File: config.mk
export PLATFORM = sky130hd
export DESIGN_NAME = icp_ram
export DESIGN_NICKNAME = d
export VERILOG_FILES = /design/src/hw/rtl/icp_ram.sv
export SDC_FILE = /design/constraint.sdc
export NUM_CORES = 1
export LEC_CHECK = 0
export BUFFER_PORTS_ARGS = -buffer_cell sky130_fd_sc_hd__buf_4
export CAP_MARGIN = 20
export CORE_ASPECT_RATIO = 2
export CORE_MARGIN = 8
export CORE_UTILIZATION = 56
export CTS_CLUSTER_SIZE = 12
export DETAILED_ROUTE_END_ITERATION = 12
export PLACE_DENSITY = 0.73
export RECOVER_POWER = 50
export REMOVE_ABC_BUFFERS = 1
export SLEW_MARGIN = 15
export SYNTH_ARGS = -nofsm -noshare
export SYNTH_HDL_FRONTEND = slang
export SYNTH_SLANG_ARGS = --single-unit
File: constraint.sdc
create_clock -name aclk -period 1.86 [get_ports aclk]
set_input_delay 0.186 -clock aclk [delete_from_list [all_inputs] [get_ports aclk]]
set_output_delay 0.186 -clock aclk [all_outputs]
set_load 0.01 [all_outputs]
File: src/hw/rtl/icp_ram.sv
// Generic simple dual-port RAM, one write and one registered read port.
module icp_ram #(
    parameter int WIDTH = 8,
    parameter int DEPTH = 64
) (
    input  logic                     aclk,
    input  logic                     we,
    input  logic [$clog2(DEPTH)-1:0] waddr,
    input  logic [WIDTH-1:0]         wdata,
    input  logic [$clog2(DEPTH)-1:0] raddr,
    output logic [WIDTH-1:0]         rdata
);

    logic [WIDTH-1:0] mem_reg [DEPTH];
    logic [WIDTH-1:0] rdata_reg;

    always_ff @(posedge aclk) begin
        if (we) begin
            mem_reg[waddr] <= wdata;
        end
        rdata_reg <= mem_reg[raddr];
    end

    assign rdata = rdata_reg;

endmodule

* Word-level counts from Yosys, hierarchy flattened *
Memory sizes are Yosys's and may differ from the RTL's. A register that Yosys moved wholly into a read port is not among the register bits.
Cells that the tools add are included.

operators by class
  add/subtract/negate cells = 0
  multiply operators = 0
  divide/modulo/power cells = 0
  magnitude comparators = 0
  equality and inequality tests = 0
  shifts and indexed selects = 0
  muxes and demuxes = 2
  bitwise operators = 0
  reduce and logical (&&, ||, !) cells = 0

operator list
  operator  count
  $mux W1   2

storage, ports and cells
  bits in registers = 0
  bits in latches = 0
  RAM bits = 512
  bits in read-only memories = 0
  input port bits = 22
  output and inout port bits = 8
  logic and storage cells = 3
  memories kept = 1

memory list
  name     words  bits a word  rd ports  clocked after memory_dff  write ports  line  text
  mem_reg  64     8            1         1                         1            14    logic [WIDTH-1:0] mem_reg [DEPTH];

* Logic depth before layout (Yosys ltp) *
  word-level depth = 2
  depth in mapped cells = 9
  mapped depth without buffers = 5

* Worst setup path after synthesis *
No wires, ideal clock.

  path type = input to register
  start = input port raddr[1]
  end = register rdata_reg[3], in the netlist rdata[3], read port of mem_reg
  library setup time = 0.128 ns
  arrival time = 1.726 ns
  data required time = 1.732 ns
  setup slack = 0.006 ns
  cell stages on the path = 7
  buffers on the path = 3
  cell sequence = buf_4 buf_2 buf_2 mux4_2 mux4_2 o21ai_1 o41ai_1

RTL lines
  element          line  text
  start, declared  10    input logic [$clog2(DEPTH)-1:0] raddr,
  end, declared    15    logic [WIDTH-1:0] rdata_reg;

==> impl_metrics.env <==
export IMPL_status="finished with violations"
export IMPL_violations="negative setup slack"
export IMPL_synth_avg_cell_area_sq_um=21.5
export IMPL_wl_per_cell_um=28.7
export IMPL_maxSlewViolCount=0
export IMPL_cp_end_kind="register"
export IMPL_setup_slack_ps=-48.2
export IMPL_crit_path_start_kind="register"
export IMPL_drive_gt1_share_pct=33.7
export IMPL_tightest_slew_ps=1410
export IMPL_fin_util_pct=65.7
export IMPL_diodes=0
export IMPL_postCtsSetupBuffers=0
export IMPL_vias=10122
export IMPL_row_count=98
export IMPL_setup_viol=3
export IMPL_hp_class="input pin to register"
export IMPL_areaGrowthSynthToFinish_pct=16.3
export IMPL_fillers=2243
export IMPL_critical_path_arrival_ps=2360
export IMPL_cts_tree="yes"
export IMPL_crit_type="register to register"
export IMPL_initial_core_util_pct=56.5
export IMPL_synth_seq_cells=520
export IMPL_htree_levels=2
export IMPL_min_period_ps=1910
export IMPL_cts_clk_slew_worst_paths_ps=60
export IMPL_path_max_fanout=1
export IMPL_synth_area_leaders="edfxtp_1 (76%), mux4_2 (14%), nor2_1 (1.5%)"
export IMPL_ys_warn_count=0
export IMPL_synth_edf_count=512
export IMPL_synth_top_cell_area_share_pct=76.2
export IMPL_drc=0
export IMPL_nNetsFinal=1156
export IMPL_hpwl_mm=31.1
export IMPL_regArea_sq_um=15500
export IMPL_p_leak_uw=0.00764
export IMPL_clock_sinks=520
export IMPL_yosysMostFrequentCell="edfxtp_1"
export IMPL_io_buffers=29
export IMPL_track_usage_pct=22.2
export IMPL_hold_violations=0
export IMPL_synth_top_area_cell="edfxtp_1"
export IMPL_clock_latency_ps=560
export IMPL_placed_cells=1532
export IMPL_grt_pass1_vias=10658
export IMPL_postRouteWirelength_mm=46.2
export IMPL_largest_reg_flops=512
export IMPL_synth_cells=940
export IMPL_layout_cells_non_filler=1613
export IMPL_first_iter_violations=774
export IMPL_mappedNetlistArea_sq_um=20200
export IMPL_dieArea_sq_um=42700
export IMPL_clk_path_buf_depth=3
export IMPL_grt_start_max_net_pins=65
export IMPL_root_buffer="clkbuf_16"
export IMPL_peakVddDrop_mv=1.21
export IMPL_synth_cells_most_frequent="edfxtp_1 (512), mux4_2 (126), nor2_1 (83), mux2i_1 (23), nand2_1 (19)"
export IMPL_final_period_utilization_pct=103
export IMPL_rsz0062_at_grt="true"
export IMPL_dr_pass1_iters=5
export IMPL_die_h_um=284
export IMPL_relSlewSlack_pct=6.30
export IMPL_synth_async_reset_ratio_pct=0
export IMPL_skew_ps=23.5
export IMPL_gp_congestion=0.901
export IMPL_fmax_mhz=524
export IMPL_grt_pass1_wl_mm=67.6
export IMPL_cts_buffers_inserted=49
export IMPL_ant_nets=0
export IMPL_ios=30
export IMPL_globalRoute_totalOverflow=0
export IMPL_die_w_um=150
export IMPL_vias_per_cell=6.28
export IMPL_ys_seq_area_share_pct=77.0
export IMPL_multiInputGateArea_sq_um=4390
export IMPL_required_ps=2310
export IMPL_dominantRegCellSynth="edfxtp_1"
export IMPL_coreArea_sq_um=35700
export IMPL_maxCapViolations=0
export IMPL_ys_types=40
export IMPL_power_density_nw_per_um2=991
export IMPL_antenna_found_initial=0
==> metrics by stage <==
stage | setup TNS, ps | instance area (sq um) | setup WS, ps | total power (uW) | hold slack, ps
after global placement | -2840 | 22100 | -499 | 14600 | 563
after global routing | -248 | 23500 | -76.7 | 23800 | 132
final | -82.3 | 23500 | -48.2 | 23200 | 134
after floorplan | 0 | 19900 | 176 | 13800 | 285
after CTS | -113 | 23500 | -50.1 | 23400 | 3.01
after detailed placement | -2920 | 22100 | -503 | 14700 | 562
==> logic make-up after synthesis <==
kind of cell	count (synthesis)	share of synthesized area, %
AOI/OAI and AO/OA	54	2.07
buffers and inverters	51	1.57
and+or+nand+nor	153	3.39
muxes	162	15.9
DFF	520	77.0
==> layer usage <==
metal | vias up | wire length, um | global-route usage (%)
met4 | 0 | 3220 | 14.3
met1 | 5305 | 15100 | 23.4
met2 | 381 | 25600 | 40.2
met5 | - | 0 | 0
met3 | 137 | 2250 | 3.02
li1 | 4299 | - | -
==> timing repair <==
action / 4_1_cts / 5_1_grt
setup endpoints to repair: 8 / 8
pin swaps: 0 / 4
hold buffers: 1 / 0
cloned: 0 / 0
resized for setup: 12 / 6
endpoints found under the hold margin: 5 / 0
==> final timing paths <==
| kind | start | end | slack, ps | cells past startpoint |
|---|---|---|---|---|
| setup / recovery | mem_reg[0][1] | rdata[1] | -50 | 5 |
| hold / removal | raddr[4] | rdata[1] | 130 | 3 |
| setup reg to reg | mem_reg[0][1] | rdata[1] | -50 | 5 |
| hold reg to reg | mem_reg[22][2] | rdata[2] | 930 | 4 |
==> worst max-delay path, stage by stage (launching register included) <==
cell	delay, ps
edfxtp_1	380
mux4_2	480
mux4_2	540
nor2_4	200
nor3_2	60
o2bb2ai_2	140
==> where the power goes <==
part	internal, uW	total [uW]	leakage, uW	switching [uW]
Combinational	606	1410	0.00232	802
Clock	4870	8810	0.000650	3940
Sequential	13000	13000	0.00467	38.9
Total	18500	23200	0.00764	4780
==> layout by cell type, fill, tap and decap left out, types with 4 or more instances in the layout <==
cell type	count
a211oi_1	4
a221oi_1	5
buf_12	14
buf_4	165
clkbuf_1	33
clkbuf_16	49
clkbuf_2	8
dfxtp_1	8
edfxtp_1	512
mux2_2	13
mux2i_1	23
mux4_2	126
nand2_1	19
nand2b_1	7
nand3_1	13
nor2_1	81
nor2b_1	14
nor3_1	4
o221ai_1	8
o22ai_1	8
==> area by class of cell <==
cell class                 instances  area share (%)
sequential                       520            66.2
clock inverter                     3           0.112
timing repair buffer             194            6.83
multi-input combinational        369            18.7
clock buffer                      77            5.68
tap                              450            2.40
(Power assumes the default switching activity.)
