### config.mk
export PLATFORM = sky130hd
export DESIGN_NAME = icp_walker
export DESIGN_NICKNAME = d
export VERILOG_FILES = /design/src/hw/rtl/icp_pkg.sv /design/src/hw/rtl/icp_walker.sv
export SDC_FILE = /design/constraint.sdc
export NUM_CORES = 1
export LEC_CHECK = 0
export BUFFER_PORTS_ARGS = -buffer_cell sky130_fd_sc_hd__buf_2
export CORE_MARGIN = 1
export CORE_UTILIZATION = 45
export CTS_CLUSTER_SIZE = 12
export DETAILED_ROUTE_END_ITERATION = 8
export GPL_ROUTABILITY_DRIVEN = 0
export PLACE_DENSITY = 0.73
export SLEW_MARGIN = 20
export SYNTH_ARGS = -nofsm -noshare
export SYNTH_HDL_FRONTEND = slang
export SYNTH_SLANG_ARGS = --single-unit
### constraint.sdc
create_clock -name aclk -period 10.3 [get_ports aclk]
set_clock_uncertainty 0.15 [all_clocks]
set_input_delay 2.06 -clock aclk [delete_from_list [all_inputs] [get_ports aclk]]
set_output_delay 2.06 -clock aclk [all_outputs]
set_load 0.01 [all_outputs]
### src/hw/rtl/icp_pkg.sv
// Shared constants, payload structs and state encodings for the cycle permuter.
package icp_pkg;

    localparam int MAX_ELEMENTS = 64;
    localparam int IDX_W        = 6;   // element index / permutation entry width
    localparam int CNT_W        = 7;   // batch count, holds MAX_ELEMENTS itself
    localparam int WORD_W       = 64;

    typedef struct packed {
        logic [WORD_W-1:0] data_word;
        logic [IDX_W-1:0]  perm_entry;
        logic              last_in;
    } icp_in_t;

    typedef struct packed {
        logic [WORD_W-1:0] out_word;
        logic              last_out;
        logic              bad_perm;
    } icp_out_t;

    // Memory requests from the cycle walker
    typedef struct packed {
        logic [IDX_W-1:0]  d_raddr;
        logic              d_we;
        logic [IDX_W-1:0]  d_waddr;
        logic [WORD_W-1:0] d_wdata;
        logic [IDX_W-1:0]  p_raddr;
    } icp_mem_req_t;

    typedef enum logic [1:0] {
        ST_LOAD,
        ST_WALK,
        ST_EMIT_RD,
        ST_EMIT_LD
    } icp_state_t;

    typedef enum logic [2:0] {
        WK_IDLE,
        WK_LEAD,
        WK_SRCH,
        WK_PK,
        WK_T,
        WK_MV,
        WK_END
    } walk_state_t;

endpackage

### src/hw/rtl/icp_walker.sv
// Cycle-leader sequencer: walks each permutation cycle and moves words in place.
module icp_walker (
    input  logic                       aclk,
    input  logic                       aresetn,
    input  logic                       start,
    input  logic [icp_pkg::CNT_W-1:0]  n,
    input  logic                       inv,
    input  logic [icp_pkg::IDX_W-1:0]  p_rdata,
    input  logic [icp_pkg::WORD_W-1:0] d_rdata,
    output icp_pkg::icp_mem_req_t      req,
    output logic                       done
);
    import icp_pkg::*;

    walk_state_t       state_reg, state_next;
    logic [IDX_W-1:0]  i_reg, i_next;
    logic [IDX_W-1:0]  k_reg, k_next;
    logic [IDX_W-1:0]  pk_reg, pk_next;
    logic [WORD_W-1:0] t_reg, t_next;
    logic [CNT_W-1:0]  n_reg, n_next;
    logic              inv_reg, inv_next;
    logic              last_i;
    logic [IDX_W-1:0]  i_inc;

    assign last_i = (({1'b0, i_reg} + CNT_W'(1)) == n_reg);
    assign i_inc  = i_reg + IDX_W'(1);

    // next state
    always_comb begin
        state_next = state_reg;
        unique case (state_reg)
            WK_IDLE: begin
                if (start) state_next = WK_LEAD;
            end
            WK_LEAD: state_next = WK_SRCH;
            WK_SRCH: begin
                if (p_rdata > i_reg) begin
                    state_next = WK_SRCH;
                end else if (p_rdata != i_reg) begin
                    state_next = last_i ? WK_IDLE : WK_LEAD;
                end else begin
                    state_next = WK_PK;
                end
            end
            WK_PK: begin
                if (p_rdata == i_reg) begin
                    state_next = last_i ? WK_IDLE : WK_LEAD;
                end else begin
                    state_next = WK_T;
                end
            end
            WK_T: state_next = WK_MV;
            WK_MV: begin
                if (p_rdata == i_reg) state_next = WK_END;
            end
            WK_END: state_next = last_i ? WK_IDLE : WK_LEAD;
            default: state_next = WK_IDLE;
        endcase
    end

    // datapath and memory requests
    always_comb begin
        i_next      = i_reg;
        k_next      = k_reg;
        pk_next     = pk_reg;
        t_next      = t_reg;
        n_next      = n_reg;
        inv_next    = inv_reg;
        req.d_raddr = i_reg;
        req.p_raddr = i_reg;
        req.d_we    = 1'b0;
        req.d_waddr = k_reg;
        req.d_wdata = t_reg;
        unique case (state_reg)
            WK_IDLE: begin
                if (start) begin
                    n_next   = n;
                    inv_next = inv;
                    i_next   = '0;
                end
            end
            WK_LEAD: req.p_raddr = i_reg;
            WK_SRCH: begin
                // follow the chain while it stays above the candidate leader
                req.p_raddr = p_rdata;
                if (p_rdata < i_reg) i_next = i_inc;
            end
            WK_PK: begin
                if (p_rdata == i_reg) begin
                    i_next = i_inc;     // fixed point
                end else begin
                    pk_next     = p_rdata;
                    k_next      = i_reg;
                    req.d_raddr = i_reg;
                end
            end
            WK_T: begin
                t_next      = d_rdata;
                req.d_raddr = pk_reg;
                req.p_raddr = pk_reg;
            end
            WK_MV: begin
                req.d_we = 1'b1;
                if (inv_reg) begin
                    req.d_waddr = pk_reg;
                    req.d_wdata = t_reg;
                    t_next      = d_rdata;
                end else begin
                    req.d_waddr = k_reg;
                    req.d_wdata = d_rdata;
                    k_next      = pk_reg;
                end
                pk_next     = p_rdata;
                req.d_raddr = p_rdata;
                req.p_raddr = p_rdata;
            end
            WK_END: begin
                req.d_we    = 1'b1;
                req.d_waddr = inv_reg ? i_reg : k_reg;
                req.d_wdata = t_reg;
                i_next      = i_inc;
            end
            default: ;
        endcase
    end

    assign done = (state_reg != WK_IDLE) && (state_next == WK_IDLE);

    always_ff @(posedge aclk) begin
        if (!aresetn) begin
            state_reg <= WK_IDLE;
            i_reg     <= '0;
            n_reg     <= '0;
            inv_reg   <= 1'b0;
        end else begin
            state_reg <= state_next;
            i_reg     <= i_next;
            n_reg     <= n_next;
            inv_reg   <= inv_next;
        end
    end

    always_ff @(posedge aclk) begin
        k_reg  <= k_next;
        pk_reg <= pk_next;
        t_reg  <= t_next;
    end

endmodule

* After elaboration in Yosys (flattened, before gate mapping)
Cells that the tools add are included.
** Operators by class
- $lt $le $gt $ge :: 2
- Reduce and logical (&&, ||, !) cells :: 13
- Multiplexer cells :: 23
- Equality and inequality tests :: 15
- Add/sub/neg operators :: 2
** Operators by type and width (number)
- 71-bit case mux with 2 select lines :: 1
- 64-bit case mux with 2 select lines :: 1
- 70-bit two-way mux :: 1
- 64-bit two-way mux :: 1
- 6-bit case mux with 2 select lines :: 4
- 6-bit two-way mux :: 7
- 6-bit case mux with 4 select lines :: 1
- 3-bit case mux with 7 select lines :: 1
- 2-bit inequality test (second input constant) :: 6
- 3-bit == test (second input constant) :: 3
- 3-bit two-way mux :: 3
- 6-bit by 1-bit adder with 7-bit output (second input constant) :: 1
- 7-bit == test :: 1
- 6-bit by 1-bit adder with 6-bit output (second input constant) :: 1
- 3-bit by 2-bit == test with 1-bit output (second input constant) :: 2
- 6-bit == test :: 1
- 6-bit greater-than comparator :: 1
- 3-bit zero test :: 2
- 6-bit less-than comparator :: 1
- 6-bit inequality test :: 1
- 2-bit AND reduction :: 3
- 2-bit two-way mux :: 2
- 4-bit AND reduction :: 1
- 2-bit nonzero test :: 2
- 7 further kinds :: 7
** Word-level totals
- Output and inout bits :: 84
- Flip-flop bits (word level) :: 93
- Input bits :: 81

* Longest topological paths before layout
Gate-level depths: netlist (run 1).
- Word-level depth :: 8
- Mapped depth :: 9
- Mapped depth without buffers :: 8

* Worst setup path before layout (run 1)
Ideal clock, no wire load.
- Path kind :: input to output
- Start :: input port p_rdata[1] (netlist name)
- End :: output port done
- Stages on the path :: 7
- Path slack :: 4680 ps
- Required time :: 8090 ps
- Arrival time :: 3410 ps
- Cells stage by stage :: ha_1 -> nor2b_1 -> o21a_1 -> o21ai_1 -> nand2_1 -> o31a_1 -> nor4_2
** Between the ends
- Word-level cells in the longest chain between the ends :: 6
** RTL lines
- from (decl) :: RTL line icp_walker.sv:8 : input logic [icp_pkg::IDX_W-1:0] p_rdata,
- parallel branches: the longest is 3 deep, another holds 6-bit greater-than comparator
- 3-bit case mux with 7 select lines (*) :: RTL line icp_walker.sv:31 : unique case (state_reg)
- 3-bit zero test (*) :: RTL line icp_walker.sv:127 : assign done = (state_reg != WK_IDLE) && (state_next == WK_IDLE);
- 1-bit logical AND (*) :: RTL line icp_walker.sv:127
- to (decl) :: RTL line icp_walker.sv:11 : output logic done
Mark *: on every way between the ends.

* Worst setup path in the final report (run 1)
- Start :: input port p_rdata[4] (netlist name)
- End :: output port done
The elaborated chain is that of the path after synthesis.

==> results of run 1 <==
==> routing by layer <==
metal,part of all wire [%],vias to the layer above,wire length [µm]
met4,1.6,0,167
li1,-,1699,-
met2,47,153,5070
met5,0,-,0
met1,43,1683,4640
met3,7.6,16,808
==> worst paths after layout <==
kind,from,endpoint,slack [ps]
max,p_rdata[4],done,4290
min,n_reg[4],n_reg[4],320
max reg2reg,state_reg[2],t_reg[52],7300
min reg2reg,n_reg[4],n_reg[4],320
==> stage by stage <==
step / area, µm² / setup WS [ps]
global placement: 5670 / 4360
floorplan: 4810 / 4680
finish: 5900 / 4290
global route: 5900 / 4070
detailed placement: 5670 / 4290
CTS: 5900 / 4290
==> worst max-delay path: cells and delay by family <==
| family | cells | cell delay, ps |
|---|---|---|
| adder cells (fa/ha/maj) | 1 | 310 |
| multiplexers | 1 | 110 |
| buffers and inverters | 2 | 300 |
| AO/OA/AOI/OAI | 2 | 420 |
| AND/OR/NAND/NOR | 3 | 590 |
==> layout make-up <==
| cell class | instances | area share, % |
|---|---|---|
| Inverter | 9 | 0.573 |
| Clock buffer | 9 | 2.10 |
| Clock inverter | 7 | 1.78 |
| Timing Repair Buffer | 165 | 14.0 |
| Multi-Input combinational cell | 249 | 34.2 |
| Tap cell | 136 | 2.88 |
| Sequential cell | 93 | 44.4 |
==> cells by family after synthesis <==
family,count (synthesis),share of synthesized area [%]
AO/OA/AOI/OAI,73,10.9
XOR/XNOR,10,1.98
adder cells (fa/ha/maj),7,1.82
buffers and inverters,29,3.80
flip-flops,93,54.5
multiplexers,78,18.0
AND/OR/NAND/NOR,81,8.97
==> cells in the final DEF (no fill, tap or decap), drive strengths merged, types with 2 or more instances in the layout <==
cell type and n:
nor3 2, mux2 70, o221a 5, nand2 45
o22ai 6, and2 3, nand3b 2, nor2 8
mux2i 8, edfxtp 76, a21boi 10, o21ai 20
o31a 2, inv 12, a21oi 7, xnor2 7
nand3 6, o21a 3, a31oi 2, and3 3
a21o 3, buf 165, bufinv 2, or2 3
clkbuf 9, ha 7, xor2 3, a22o 3
a22oi 6, dfxtp 17, nor2b 4
==> power breakdown <==
group          internal, µW  leakage (µW)  switching, µW
combinational          37.0       0.00142           42.9
clock                   141      0.000112            133
sequential              415      0.000819           9.71
==> run_results.csv, run 1 <==
group,metric,value,unit
run_status,outcome,"finished, final reports clean",
setup_path,endpoint_arrival_time_on_the_critical_path,3800,ps
timing,whs,323,ps
floorplan,floorplan.core_area,10300,µm²
setup_path,r2r_cells,3,
placed_design,dpl.cell_count,652,
timing,setup_tns,0,ps
clock_tree,clock_tree_from_tritoncts,"built",
setup_path,worstSetupPathType,"in2out",
setup_path,worstPathRequired,8090,ps
clock_tree,worstSkewPairLatency,360,ps
job,max-cap-violations,0,
finish,stdcell_count,668,
clock_tree,cts.sinks,93,
clock_tree,path_clk_slew,90,ps
routing,number_of_vias_in_the_routed_layout,3551,
finish,largest_reg_flops,64,
power,power,778,µW
global_routing,global_route.peak_usage_layer,"met2",
global_routing,grt_antenna_before_repair,0,
floorplan,die-area,11100,µm²
finish,drive_gt1_share,38.9,%
clock_tree,post_cts_resize_count,0,
finish,antennaDiodeCount,0,
floorplan,num_io_pins,165,
timing,maxSlewViolCount,0,
synth,yosysTopAreaCellShare,47.4,%
floorplan,die_w,105,µm
synth,synth.largest_area_cell,"sky130_fd_sc_hd__edfxtp_1",
clock_tree,cts_max_path_buffers,2,
finish,flow.area_growth_from_synthesis,22.7,%
setup_path,timing.critical_path.slowest_cell_delay,310,ps
setup_path,critical-path-top-cell-by-count,"sky130_fd_sc_hd__buf_2",
timing,period_minus_slack,6010,ps
setup_path,endpoint_kind,"output port",
synth,synth_cell_types,53,
synth,synthesized_nets,459,
setup_path,timing.critical_path.cells,"buf_2, ha_1, and3_1, nand3_1, mux2i_1, a32oi_2, a31oi_1, nor4_2, buf_2",
global_routing,wire_length_of_the_first_global_routing_pass,16800,µm
synth,synth_area_per_cell,13.0,µm²
setup_path,path_max_fanout,5,
clock_tree,cts-htree-levels,3,
finish,register_area,2620,µm²
hold_path,hold_depth,2,
global_routing,global_route.usage.met1,25.6,%
hold_path,worstHoldPathType,"reg2reg",
global_routing,global_route.usage.total,19.4,%
synth,yosys_synthesis_warning_count,0,
global_routing,grt_start_max_net_pins,65,
timing,slew_headroom,31.2,%
power,ir_worst_vdd,0.0746,mV
setup_path,slowest_stage,"sky130_fd_sc_hd__ha_1",
routing,dr.first_iter.drc_count,189,
synth,yosys-top-cells-area,"sky130_fd_sc_hd__edfxtp_1, sky130_fd_sc_hd__mux2_1, sky130_fd_sc_hd__dfxtp_1",
setup_path,critical_path_start_type,"input pin",
clock_tree,post_cts_hold_buffer_count,0,
power,total_leakage_power,0.00235,µW
global_routing,grt_use_met3,3.71,%
timing,setup_viol_count_final,0,
routing,postRouteWirelength,10700,µm
routing,drt_drc_violations_left,0,
placed_design,port_buffers,164,
power,pwrdens,132,nW/µm²
timing,tightest_slew,1030,ps
synth,synth_cells,371,
clock_tree,root_buf_cell,"sky130_fd_sc_hd__clkbuf_8",
clock_tree,buffers_inserted_during_post_cts_setup_optimization,0,
floorplan,initial_utilization,46.6,%
synth,asyncSetResetFlopFracSynth,0,%
routing,via_per_inst,5.32,
placed_design,detailedPlacementHpwl,7750,µm
synth,cell_with_the_most_instances_after_synthesis,"sky130_fd_sc_hd__edfxtp_1",
clock_tree,cts_bufs_inserted,9,
routing,routedWlPerCell,16.0,µm
finish,nFillCells,876,
synth,synthesis.area,4810,µm²
synth,ys_seq_area_share,54.5,%
routing,dr.pass1.iters,5,
routing,postRouteAntennaNets,0,
synth,synth-seq-cells,93,
timing,post-route-period-util,58.4,%
finish,multi_input_comb_area,2020,µm²
timing,fmax,0.166,GHz
synth,ys_dominant_reg_cell,"sky130_fd_sc_hd__edfxtp_1",
global_routing,first_global_vias,3367,
global_routing,overflow,0,
timing,hold_viol,0,
synth,most_used_standard_cells_in_the_synthesized_netlist,"sky130_fd_sc_hd__edfxtp_1, sky130_fd_sc_hd__mux2_1, sky130_fd_sc_hd__nand2_1",
floorplan,die_height,105,µm
timing,setup_repair_after_global_routing_missed_its_margin,"no",
synth,synth_edf_count,76,
finish,post-route-util,57.2,%
floorplan,row_count,37,
global_routing,met2_usage,31.4,%
finish,design.final.nets,615,
No activity file was read; power rests on OpenSTA's default activity.
==> inputs of run 2 (changes only) <==
PLACE_DENSITY = 0.76   (was 0.73)
clock period = 5.3 ns   (was 10.3 ns; I/O delays follow)
==> run 2 against run 1 <==
Cell count up 0.60%. Core utilization up 0.12 points. Routed wire length up 0.39%. Critical path depth down 3. Sequential share of layout area down 0.094 points. Via count down 1.2%. Hold slack better by 5.8 ps. Power up 90%. Highest routed layer unchanged.
==> run_results.csv, run 2 (synthesis results as in run 1) <==
group,metric,value,unit
routing,number_of_vias_in_the_routed_layout,3507,
global_routing,overflow,0,
global_routing,grt_use_met3,2.72,%
routing,drt_drc_violations_left,0,
setup_path,worstSetupPathType,"reg2out",
run_status,outcome,"finished, final reports clean",
finish,nFillCells,848,
floorplan,die-area,11100,µm²
finish,design.final.nets,619,
clock_tree,cts.sinks,93,
timing,maxSlewViolCount,0,
power,power.share.clock,33.5,%
global_routing,met2_usage,34.3,%
finish,flow.area_growth_from_synthesis,22.9,%
setup_path,path_max_fanout,32,
hold_path,worstHoldPathType,"reg2reg",
power,seq_power_share,55.7,%
clock_tree,path_clk_slew,110,ps
power,total_leakage_power,0.00237,µW
clock_tree,clock_tree_from_tritoncts,"built",
setup_path,r2r-start,"i_reg[4]",
setup_path,endpoint_kind,"output port",
timing,hold_viol,0,
timing,setup_slack,860,ps
timing,setup_viol_count_final,0,
routing,postRouteAntennaNets,0,
global_routing,global_route.usage.met1,24.7,%
job,max-cap-violations,0,
timing,fmax,0.225,GHz
power,power,1480,µW
routing,postRouteWirelength,10700,µm
clock_tree,worstSkewPairLatency,360,ps
clock_tree,post_cts_hold_buffer_count,0,
finish,layout.cells.most_common_list,"sky130_fd_sc_hd__buf_2, sky130_fd_sc_hd__edfxtp_1, sky130_fd_sc_hd__mux2_1, sky130_fd_sc_hd__nand2_1, sky130_fd_sc_hd__o21ai_0",
global_routing,global_route.peak_usage_layer,"met2",
clock_tree,cts_bufs_inserted,9,
power,internal_power_contribution,1110,µW
hold_path,holdPathEnd,"n_reg[4]",
hold_path,hold_depth,2,
timing,period_minus_slack,4440,ps
clock_tree,cts-htree-levels,3,
floorplan,initial_utilization,46.6,%
power,relative_contribution_of_combinational_cells_to_total_power,10.8,%
placed_design,port_buffers,164,
floorplan,die_height,105,µm
setup_path,r2r_cells,7,
finish,layout.cells.most_common,"sky130_fd_sc_hd__buf_2",
timing,tightest_slew,998,ps
power,switching_share,25.0,%
power,ir_worst_vdd,0.149,mV
clock_tree,buffers_inserted_during_post_cts_setup_optimization,0,
finish,largest_reg_flops,64,
finish,multi_input_comb_area,2020,µm²
global_routing,grt_start_max_net_pins,57,
global_routing,wire_length_of_the_first_global_routing_pass,17100,µm
routing,dr.first_iter.drc_count,134,
clock_tree,post_cts_resize_count,0,
timing,setup_tns,0,ps
timing,setup_repair_after_global_routing_missed_its_margin,"no",
power,switching_power,369,µW
setup_path,crit-reg2reg-capture,"k_reg[2]",
timing,post-route-period-util,83.8,%
floorplan,die_w,105,µm
floorplan,row_count,37,
timing,slew_headroom,33.3,%
setup_path,worstPathRequired,4090,ps
global_routing,grt_antenna_before_repair,0,
finish,antennaDiodeCount,0,
floorplan,floorplan.core_area,10300,µm²
global_routing,global_route.usage.total,19.8,%
routing,via_per_inst,5.22,
placed_design,detailedPlacementHpwl,7970,µm
clock_tree,cts_max_path_buffers,2,
hold_path,worstHoldStart,"n_reg[4]",
setup_path,endpoint_arrival_time_on_the_critical_path,3230,ps
placed_design,post-place-ws,1210,ps
setup_path,r2r_setup_slack,2310,ps
timing,whs,329,ps
finish,drive_gt1_share,39.4,%
power,pwrdens,250,nW/µm²
routing,routedWlPerCell,16.0,µm
global_routing,first_global_vias,3436,
finish,register_area,2620,µm²
setup_path,critical_path_start_type,"flip-flop",
clock_tree,root_buf_cell,"sky130_fd_sc_hd__clkbuf_8",
floorplan,num_io_pins,165,
routing,dr.pass1.iters,4,
[run 2: final cells by class]
type | instances | area share [%]
sequential | 93 | 44.4
multi-input combinational | 249 | 34.1
timing repair buffer | 169 | 14.5
tap | 136 | 2.88
clock buffer | 9 | 2.09
clock inverter | 7 | 1.48
inverter | 9 | 0.571
[run 2: critical path, cell delays in order, from the launching register on]
cell and delay (ps):
sky130_fd_sc_hd__dfxtp_1 1000, sky130_fd_sc_hd__nor2b_1 340, sky130_fd_sc_hd__nand2_4 150, sky130_fd_sc_hd__nor2_8 440, sky130_fd_sc_hd__buf_4 400, sky130_fd_sc_hd__mux2_1 370
sky130_fd_sc_hd__buf_2 140
[run 2: layer usage]
layer  vias to the layer above  wire (µm)
li1                       1714          -
met4                         0        203
met2                       137       5220
met5                         -          0
met3                        17        610
met1                      1639       4690
[run 2: how the worst max path moves through the flow]
stage                     slack [ps]  cells after the start          from       end
after floorplan                  580                      4  state_reg[2]  t_reg[0]
after global placement          1270                      6  state_reg[0]   req[32]
after detailed placement        1210                      6  state_reg[0]   req[32]
after CTS                        800                      6  state_reg[0]   req[32]
after global routing             600                      6  state_reg[0]   req[32]
final                            860                      6  state_reg[0]   req[42]
[run 2: power by group through the flow]
stage / Clock, µW / Sequential (µW) / Combinational [µW]
floorplan: 0 / 832 / 94.1
global placement: 0 / 838 / 154
detailed placement: 0 / 839 / 159
CTS: 511 / 822 / 160
global route: 535 / 825 / 176
finish: 495 / 822 / 159
[run 2: per-stage QoR]
stage	area, µm²	cells	utilization, %
floorplan	4810	371	-
detailed placement	5700	656	55.2
finish	5910	672	57.3
global placement	5700	656	55.2
CTS	5910	672	57.3
global route	5910	672	57.3
